### config.mk
export PLATFORM = sky130hd
export DESIGN_NAME = multi_channel_soft_start_ramp
export DESIGN_NICKNAME = d
export VERILOG_FILES = /design/src/hw/rtl/mcssr_pkg.sv /design/src/hw/rtl/mcssr_dp.sv /design/src/hw/rtl/mcssr_ctrl.sv /design/src/hw/rtl/multi_channel_soft_start_ramp.sv
export SDC_FILE = /design/constraint.sdc
export NUM_CORES = 1
export LEC_CHECK = 0
export ABC_AREA = 0
export BUFFER_PORTS_ARGS = -buffer_cell sky130_fd_sc_hd__buf_2
export CAP_MARGIN = 20
export CORE_UTILIZATION = 60
export CTS_BUF_LIST = sky130_fd_sc_hd__clkbuf_4 sky130_fd_sc_hd__clkbuf_8 sky130_fd_sc_hd__clkbuf_16
export DETAILED_ROUTE_END_ITERATION = 6
export PLACE_DENSITY = 0.78
export SYNTH_ARGS = -nofsm -noshare
export SYNTH_HDL_FRONTEND = slang
export SYNTH_HIERARCHICAL = 1
export SYNTH_SLANG_ARGS = --single-unit
export TNS_END_PERCENT = 20
### constraint.sdc
create_clock -name i_clk -period 8.1 [get_ports i_clk]
set_clock_uncertainty 0.2 [all_clocks]
set_input_delay 0.81 -clock i_clk [delete_from_list [all_inputs] [get_ports i_clk]]
set_output_delay 0.81 -clock i_clk [all_outputs]
set_load 0.02 [all_outputs]
### src/hw/rtl/mcssr_pkg.sv
// shared types and constants for the multi-channel soft-start ramp
`timescale 1ns / 1ps

package mcssr_pkg;

    localparam int CHANNELS_DEF  = 6;
    localparam int FRAC_BITS_DEF = 16;
    localparam int TIME_W        = 32;
    localparam int CHAN_W        = 3;

    // command codes
    localparam logic CMD_SAMPLE = 1'b0;
    localparam logic CMD_RESET  = 1'b1;

    typedef enum logic [3:0] {
        S_IDLE = 4'b0001,
        S_LOAD = 4'b0010,
        S_DIV  = 4'b0100,
        S_PUT  = 4'b1000
    } t_state;

    // controller to datapath
    typedef struct packed {
        logic capture;   // latch the input transfer
        logic load;      // update channel state, compute elapsed, seed result
        logic step;      // one restoring division step
        logic put;       // move the result into the output register
    } t_dp_cmd;

    // datapath to controller
    typedef struct packed {
        logic is_reset;  // latched command is a channel reset
        logic early;     // result known without division
        logic last;      // final division step
        logic out_busy;  // output register holds a result that is not taken
    } t_dp_sts;

endpackage

### src/hw/rtl/mcssr_dp.sv
// datapath: channel flags, start times, restoring divider and output register
`timescale 1ns / 1ps

module mcssr_dp
    import mcssr_pkg::*;
#(
    parameter int CHANNELS  = CHANNELS_DEF,
    parameter int FRAC_BITS = FRAC_BITS_DEF
) (
    input  logic                 i_clk,
    input  logic                 i_rst_n,
    input  t_dp_cmd              i_cmd,
    output t_dp_sts              o_sts,
    input  logic                 i_command,
    input  logic [CHAN_W-1:0]    i_channel,
    input  logic [TIME_W-1:0]    i_duration_us,
    input  logic [TIME_W-1:0]    i_now_us,
    output logic                 o_valid,
    input  logic                 i_stall,
    output logic [FRAC_BITS:0]   o_fraction
);

    localparam int IDX_W = (CHANNELS > 1) ? $clog2(CHANNELS) : 1;
    localparam int CNT_W = $clog2(FRAC_BITS + 1);
    localparam logic [FRAC_BITS:0]   FULL     = {1'b1, {FRAC_BITS{1'b0}}};
    localparam logic [CNT_W-1:0]     LAST_CNT = CNT_W'(FRAC_BITS - 1);
    localparam logic [CHAN_W:0]      NUM_CH   = (CHAN_W + 1)'(CHANNELS);

    // latched transfer
    logic                r_cmd;
    logic [CHAN_W-1:0]   r_chan;
    logic [TIME_W-1:0]   r_dur;
    logic [TIME_W-1:0]   r_now;

    // channel state
    logic [CHANNELS-1:0] r_started;
    logic [TIME_W-1:0]   r_start_time [CHANNELS];

    // divider
    logic [TIME_W-1:0]   r_rem;
    logic [FRAC_BITS:0]  r_res;
    logic [CNT_W-1:0]    r_cnt;

    // output register
    logic                r_out_valid;
    logic [FRAC_BITS:0]  r_out_frac;

    logic                chan_ok;
    logic [IDX_W-1:0]    idx;
    logic                cur_started;
    logic [TIME_W-1:0]   base_time;
    logic [TIME_W-1:0]   elapsed;
    logic                full;
    logic [TIME_W:0]     rem2;
    logic                ge;

    assign chan_ok     = {1'b0, r_chan} < NUM_CH;
    assign idx         = r_chan[IDX_W-1:0];
    assign cur_started = chan_ok && r_started[idx];
    assign base_time   = cur_started ? r_start_time[idx] : r_now;
    assign elapsed     = r_now - base_time;
    assign full        = (r_dur == '0) || (elapsed >= r_dur);

    assign rem2 = {r_rem, 1'b0};
    assign ge   = rem2 >= {1'b0, r_dur};

    assign o_sts.is_reset = (r_cmd == CMD_RESET);
    assign o_sts.early    = !chan_ok || full;
    assign o_sts.last     = (r_cnt == LAST_CNT);
    assign o_sts.out_busy = r_out_valid && i_stall;

    always_ff @(posedge i_clk) begin
        if (i_cmd.capture) begin
            r_cmd  <= i_command;
            r_chan <= i_channel;
            r_dur  <= i_duration_us;
            r_now  <= i_now_us;
        end
    end

    // started flags: control state, cleared by reset
    always_ff @(posedge i_clk) begin
        if (!i_rst_n) begin
            r_started <= '0;
        end else if (i_cmd.load && chan_ok) begin
            r_started[idx] <= (r_cmd == CMD_SAMPLE);
        end
    end

    always_ff @(posedge i_clk) begin
        if (i_cmd.load && chan_ok && (r_cmd == CMD_SAMPLE) && !r_started[idx]) begin
            r_start_time[idx] <= r_now;
        end
    end

    // restoring division, one quotient bit per cycle
    always_ff @(posedge i_clk) begin
        if (i_cmd.load) begin
            r_rem <= elapsed;
            r_cnt <= '0;
            if (!chan_ok) begin
                r_res <= '0;
            end else if (full) begin
                r_res <= FULL;
            end else begin
                r_res <= '0;
            end
        end else if (i_cmd.step) begin
            r_rem <= ge ? TIME_W'(rem2 - {1'b0, r_dur}) : rem2[TIME_W-1:0];
            r_res <= {r_res[FRAC_BITS-1:0], ge};
            r_cnt <= r_cnt + 1'b1;
        end
    end

    always_ff @(posedge i_clk) begin
        if (!i_rst_n) begin
            r_out_valid <= 1'b0;
        end else if (i_cmd.put) begin
            r_out_valid <= 1'b1;
        end else if (!i_stall) begin
            r_out_valid <= 1'b0;
        end
    end

    always_ff @(posedge i_clk) begin
        if (i_cmd.put) begin
            r_out_frac <= r_res;
        end
    end

    assign o_valid    = r_out_valid;
    assign o_fraction = r_out_frac;

endmodule

### src/hw/rtl/mcssr_ctrl.sv
// controller state machine for the soft-start ramp
`timescale 1ns / 1ps

module mcssr_ctrl
    import mcssr_pkg::*;
(
    input  logic    i_clk,
    input  logic    i_rst_n,
    input  logic    i_valid,
    output logic    o_stall,
    input  t_dp_sts i_sts,
    output t_dp_cmd o_cmd
);

    t_state r_state;
    t_state n_state;

    assign o_stall = (r_state != S_IDLE);

    always_comb begin
        n_state = r_state;
        o_cmd   = '0;
        case (r_state)
            S_IDLE: begin
                if (i_valid) begin
                    o_cmd.capture = 1'b1;
                    n_state       = S_LOAD;
                end
            end
            S_LOAD: begin
                o_cmd.load = 1'b1;
                if (i_sts.is_reset) begin
                    n_state = S_IDLE;
                end else if (i_sts.early) begin
                    n_state = S_PUT;
                end else begin
                    n_state = S_DIV;
                end
            end
            S_DIV: begin
                o_cmd.step = 1'b1;
                if (i_sts.last) begin
                    n_state = S_PUT;
                end
            end
            S_PUT: begin
                if (!i_sts.out_busy) begin
                    o_cmd.put = 1'b1;
                    n_state   = S_IDLE;
                end
            end
            default: begin
                n_state = S_IDLE;
            end
        endcase
    end

    always_ff @(posedge i_clk) begin
        if (!i_rst_n) begin
            r_state <= S_IDLE;
        end else begin
            r_state <= n_state;
        end
    end

endmodule

### src/hw/rtl/multi_channel_soft_start_ramp.sv
// top level of the multi-channel soft-start ramp generator
`timescale 1ns / 1ps
// usage
// - input channel (i_valid / o_stall) carries one command per transfer:
//   sample a channel's ramp fraction, or reset a channel so that its next
//   sample latches i_now_us as the new start time
// - output channel (o_valid / i_stall) carries one o_fraction per sample,
//   unsigned Q1.FRAC_BITS, full scale 1 << FRAC_BITS; reset commands give none
// - the block works on one command at a time; o_stall is high while busy,
//   so the next command waits for the load, the division steps if any and
//   the hand-off of a sample, or for the load alone after a reset
// - a sample is divided before o_valid unless its ramp is complete, its
//   duration is zero or its channel is unknown; a reset command ends after
//   the channel update and gives no o_valid
// - the restoring divider makes one quotient bit per cycle from a 33-bit
//   compare and subtract
// - the output register frees the input side: a new command is taken while
//   a result still waits; if the receiver stalls when the next result is
//   ready, the block holds that result and keeps o_stall high
// - reset (i_rst_n low, synchronous) clears all started flags and drops
//   o_valid; start times need no reset since a channel latches one first
module multi_channel_soft_start_ramp
    import mcssr_pkg::*;
#(
    parameter int CHANNELS  = CHANNELS_DEF,
    parameter int FRAC_BITS = FRAC_BITS_DEF
) (
    input  logic                i_clk,
    input  logic                i_rst_n,
    // command transfer
    input  logic                i_valid,
    output logic                o_stall,
    input  logic                i_command,
    input  logic [CHAN_W-1:0]   i_channel,
    input  logic [TIME_W-1:0]   i_duration_us,
    input  logic [TIME_W-1:0]   i_now_us,
    // result transfer
    output logic                o_valid,
    input  logic                i_stall,
    output logic [FRAC_BITS:0]  o_fraction
);

    t_dp_cmd dp_cmd;
    t_dp_sts dp_sts;

    // sequencing: idle, channel update, division steps, hand-off
    mcssr_ctrl u_ctrl (
        .i_clk   (i_clk),
        .i_rst_n (i_rst_n),
        .i_valid (i_valid),
        .o_stall (o_stall),
        .i_sts   (dp_sts),
        .o_cmd   (dp_cmd)
    );

    // channel state, elapsed time, divider and output register
    mcssr_dp #(
        .CHANNELS  (CHANNELS),
        .FRAC_BITS (FRAC_BITS)
    ) u_dp (
        .i_clk         (i_clk),
        .i_rst_n       (i_rst_n),
        .i_cmd         (dp_cmd),
        .o_sts         (dp_sts),
        .i_command     (i_command),
        .i_channel     (i_channel),
        .i_duration_us (i_duration_us),
        .i_now_us      (i_now_us),
        .o_valid       (o_valid),
        .i_stall       (i_stall),
        .o_fraction    (o_fraction)
    );

endmodule

---- After elaboration in Yosys (flattened, before gate mapping) ----
Memory sizes are Yosys's and may differ from the RTL's. A register that Yosys moved wholly into a read port is not among the register bits.
Index checks and enable logic that the tools add are counted.
Widths: inputs -> output; s select.
storage, ports and cells
  flip-flop bits (word level) ............. 150
  latch bits .............................. 0
  bits in writable memories ............... 192
  bits in read-only memories .............. 0
  bits of input ports ..................... 72
  output and inout bits ................... 19
  word-level logic and storage cells ...... 74
  memories kept ........................... 1
memory list
  memory             depth  width  rd ports  clocked after memory_dff  write ports  line            text
  u_dp.r_start_time  6      32     1         1                         1            mcssr_dp.sv:37  logic [TIME_W-1:0] r_start_time [CHANNELS];
operators by class
  add/subtract/negate cells ............... 3
  multiply operators ...................... 0
  divide/modulo/power cells ............... 0
  $lt $le $gt $ge ......................... 5
  equality and inequality tests ........... 10
  shift operators ......................... 0
  muxes and demuxes ....................... 30
  bitwise operators ....................... 1
  reductions and logical operators ........ 13
operators with widths
  kind                 count
  $mux 32              4
  $mux 17              4
  $sub 32x32->32       2
  $ge 33x32->1         1
  $ge 32x32->1         1
  $logic_not 32->1     1
  $mux 4               5
  $pmux 4 s4           1
  $mux 1               12
  $bwmux 6             1
  $logic_and 1x1->1    6
  $ne 2x2->1 const B   3
  $add 5x1->5 const B  1
  $eq 5x4->1 const B   1
  $eq 4x1->1 const B   1
  $eq 4x2->1 const B   1
  $eq 4x3->1 const B   1
  $eq 4x4->1 const B   1
  $lt 3x4->1 const B   1
  $ne 4x1->1 const B   1
  $bmux 1 s3           1
  $demux 1 s3          1
  $ge 3x1->1 const B   1
  $lt 3x3->1 const B   1
  7 further kinds      9

---- Depth between registers and ports, before layout ----
  depth after elaboration ................. 11
  mapped depth ............................ 30
  depth with buffers taken out ............ 27

---- Hierarchy ----
Netlist, hierarchy kept.
modules (own cells, without submodules)
  module      times used  cells an instance  area an instance (um^2)  seq. area each (um^2)
  mcssr_dp    1           1297               17322.9                  10089.7
  mcssr_ctrl  1           31                 277.8                    80.1

---- Worst setup path after synthesis ----
OpenSTA, ideal clock, no wires.
  path type ............................... register to register
  from .................................... register u_dp.r_chan[2], in the netlist u_dp/idx[2]
  to ...................................... register u_ctrl.r_state[3]
  library setup time ...................... 72 ps
  arrival time ............................ 5617 ps
  required time ........................... 7828 ps
  setup slack ............................. 2212 ps
  stages on the path, launching flop included .. 27
  path buffers ............................ 3
  cells stage by stage .................... edfxtp_1 clkbuf_1 nor3b_1 a22oi_1 nand3_1 buf_2 buf_1 mux2i_1 ha_1 inv_1 o31ai_2 a21boi_2 and2_1 a211oi_2 a211o_1 o31a_1 xnor2_2 ha_1 nand4_1 nor4_1 o2111ai_1 a311oi_1 nor3b_1 o21ai_0 nor4bb_1 o211ai_1 mux2i_1
RTL lines
  element                 line              text
  from (decl)             mcssr_dp.sv:31    logic [CHAN_W-1:0] r_chan;
  from (signal assigned)  mcssr_dp.sv:75    r_chan <= i_channel;
  to (signal assigned)    mcssr_ctrl.sv:62  r_state <= n_state;
  to (decl)               mcssr_ctrl.sv:15  t_state r_state;

==> impl_metrics.toml <==
[cts]
cts_setup_buffers = 0
cts.sinks = 345
clkSlewWorstSetupHoldPaths_ns = 0.06
ctsHoldBuffers = 0
clkLatencyLatePin_ns = 0.53
ctsRootBufferMaster = "clkbuf_16"
cts_resized = 0
ctsHtreeMaxLevel = 2
numCtsBuffers = 36
cts_tree = "built"
clockBufferDepth = 3

[setup_path]
worstPathCellList = "nor3b_1 > a22oi_1 > nand3_2 > buf_4 > mux2i_1 > ha_1 > o211a_1 > o21ai_0 > a21boi_2 > and2_1 > a211oi_2 > a211o_1 > o31a_1 > xnor2_2 > ha_1 > nand4_1 > nor4_1 > o2111ai_1 > a311oi_1 > nor3b_1 > o21ai_0 > nor4bb_1 > o211ai_1 > mux2i_1"
cp_top_family = "compound AO/OA/AOI/OAI gates"
cp_max_fo = 16
critPathSlowestCell = "edfxtp_1"
cp.arrival_ns = 6.96
critPathKind = "register to register"
crit_buf_inv = 1
start_kind = "register"
worstSetupEndpointType = "register"
cp_slowest_stage_delay_ns = 0.51
cp.required_ns = 8.33

[grt]
grt_pass1_wl_mm = 59.5
grt_usage = 0.256
grt_pass1_vias = 10953
grt_max_degree = 72
antenna_found_initial = 0
gr-total-overflow = 0

[route]
post_drt_wl_per_cell_um = 20.7
via_per_inst = 6.13
vias = 11210
drc = 0
dr.pass1.iters = 5
drtIter0Drc = 835
wirelength_mm = 37.8
drtAntennaViolNets = 0

[logic_synthesis]
syn_inst = 1328
syn_avg_cell_area_um2 = 13.3
synth-seq-cells = 345
ys_types = 85
syn_area_mm2 = 0.0176
synth-edff-count = 326
synth_fp_nets = 1499
yosysWarnings = 6
yosysSeqAreaShare = 0.578
async_reset_ff_frac = 0
yosysTopAreaCell = "edfxtp_1"
synth-main-ff-cell = "edfxtp_1"
yosys.area.top_type_share = 0.556
synth_area_leaders = "edfxtp_1 56%, ha_1 6.9%, mux2i_1 4.5%"

[place]
gp_congestion = 1.01
numPortBuffers = 90
place_area_mm2 = 0.0185
hpwlAfterDp_mm = 26.1

[floorplanning]
die_area_mm2 = 0.0300
rows = 62
dieHeight_um = 173
num_io_pins = 91
fp.dieW_um = 173
core-area_mm2 = 0.0288
start_util = 0.612

[sta]
maxSlewHeadroom = 0.311
min_period_over_period = 0.831
tightest_slew_ns = 1.03
finalCriticalPeriod_ns = 6.73
hold_viol = 0
max_freq_ghz = 0.149
setup-violations-final = 0
fin_tns_setup_ns = 0
slew_violations = 0
rsz0062_at_grt = "no"

[finish]
drive_gt1_frac = 0.177
fin_area_mm2 = 0.0196
nets = 1590
layout_commonest_cell = "edfxtp_1"
mostFrequentLayoutCells = "326 x edfxtp_1, 111 x a21oi_1, 98 x nor2_1"
n_antenna_cell = 0
area_growth_pct = 11.5

[pwr]
ir_drop_mv = 0.203
powerDensity_mw_per_mm2 = 228
p_leak_nw = 7.31

[status]
status = "finished clean"

[min_path]
min_path_type = "register to register"

[flow_run]
cap_violations = 0
==> Yosys cell counts, types with 9 or more instances <==
master and instances:
nand2b_1 9, nor2b_1 32, o21a_1 13, ha_1 97
mux2_2 12, nor4_1 12, nor3_1 18, and3_1 11
edfxtp_1 326, nand2_1 57, a311oi_1 11, dfxtp_1 19
xor2_1 20, a21oi_1 111, xnor2_1 35, a21o_1 35
inv_1 50, a211oi_1 9, mux2i_1 80, nand3_1 16
clkbuf_1 30, buf_2 11, nand4_1 18, nor2_1 99
o21ai_0 24, mux4_2 32
==> report_power, final <==
group / internal [W] / total [W] / switching (W) / leakage, nW
clock network: 0.000929 / 0.00157 / 0.000645 / 0.574
logic: 0.000347 / 0.000801 / 0.000454 / 3.61
registers: 0.00202 / 0.00210 / 0.0000763 / 3.12
==> layer usage <==
metal / share of wire / GRT usage / up-vias / wire [um]
li1: - / - / 5303 / -
met1: 0.43 / 0.347 / 5496 / 16300
met2: 0.49 / 0.429 / 341 / 18600
met3: 0.056 / 0.0375 / 70 / 2110
met4: 0.023 / 0.0774 / 0 / 870
met5: 0 / 0 / - / 0
==> metrics by stage <==
step / setup WS (ns) / hold WS (ns) / util / total power, W / std cells
after floorplan: 2.21 / 0.200 / - / 0.00270 / 1328
after global placement: 1.83 / 0.205 / 0.642 / 0.00291 / 1765
after detailed placement: 1.51 / 0.211 / 0.642 / 0.00292 / 1765
after CTS: 1.44 / 0.230 / 0.682 / 0.00450 / 1830
after global routing: 0.874 / 0.229 / 0.682 / 0.00465 / 1830
final: 1.37 / 0.227 / 0.682 / 0.00447 / 1830
==> state kept, by name, summed over array words and instances (netlist names), named ones only <==
signal and flops:
u_dp/o_fraction 17, u_ctrl/r_state 4, u_dp/r_res 17, u_dp/r_now 32, u_dp/r_rem 32, u_dp/r_cnt 5
u_dp/r_cmd 1, u_dp/r_start_time 192, u_dp/r_dur 32, u_dp/idx 3, u_dp/o_valid 1, u_dp/r_started 6
==> final cells by class <==
type	count	area [um2]
clock inverters	14	103
inverters	51	191
fillers	1979	9160
flip-flops and latches	345	10200
well taps	384	480
multi-input cells	877	7030
repair buffers	108	598
clock buffers	51	1040
==> kinds of logic after synthesis <==
kind of cell               share of synthesized area
muxes                                         0.0992
DFF                                            0.578
AOI/OAI and AO/OA                              0.109
and+or+nand+nor                               0.0889
xor gates and xnor gates                      0.0283
adders and majority gates                     0.0712
buffers and inverters                         0.0259
==> worst paths after layout <==
path / slack (ns) / end / start / cells past startpoint
max: 1.37 / u_ctrl/r_state[3] / u_dp/idx[2] / 24
min: 0.23 / u_dp/o_fraction[16] / u_dp/r_res[16] / 0
max reg2reg: 1.37 / u_ctrl/r_state[3] / u_dp/idx[2] / 24
min reg2reg: 0.23 / u_dp/o_fraction[16] / u_dp/r_res[16] / 0
No activity file was read; power rests on OpenSTA's default activity.
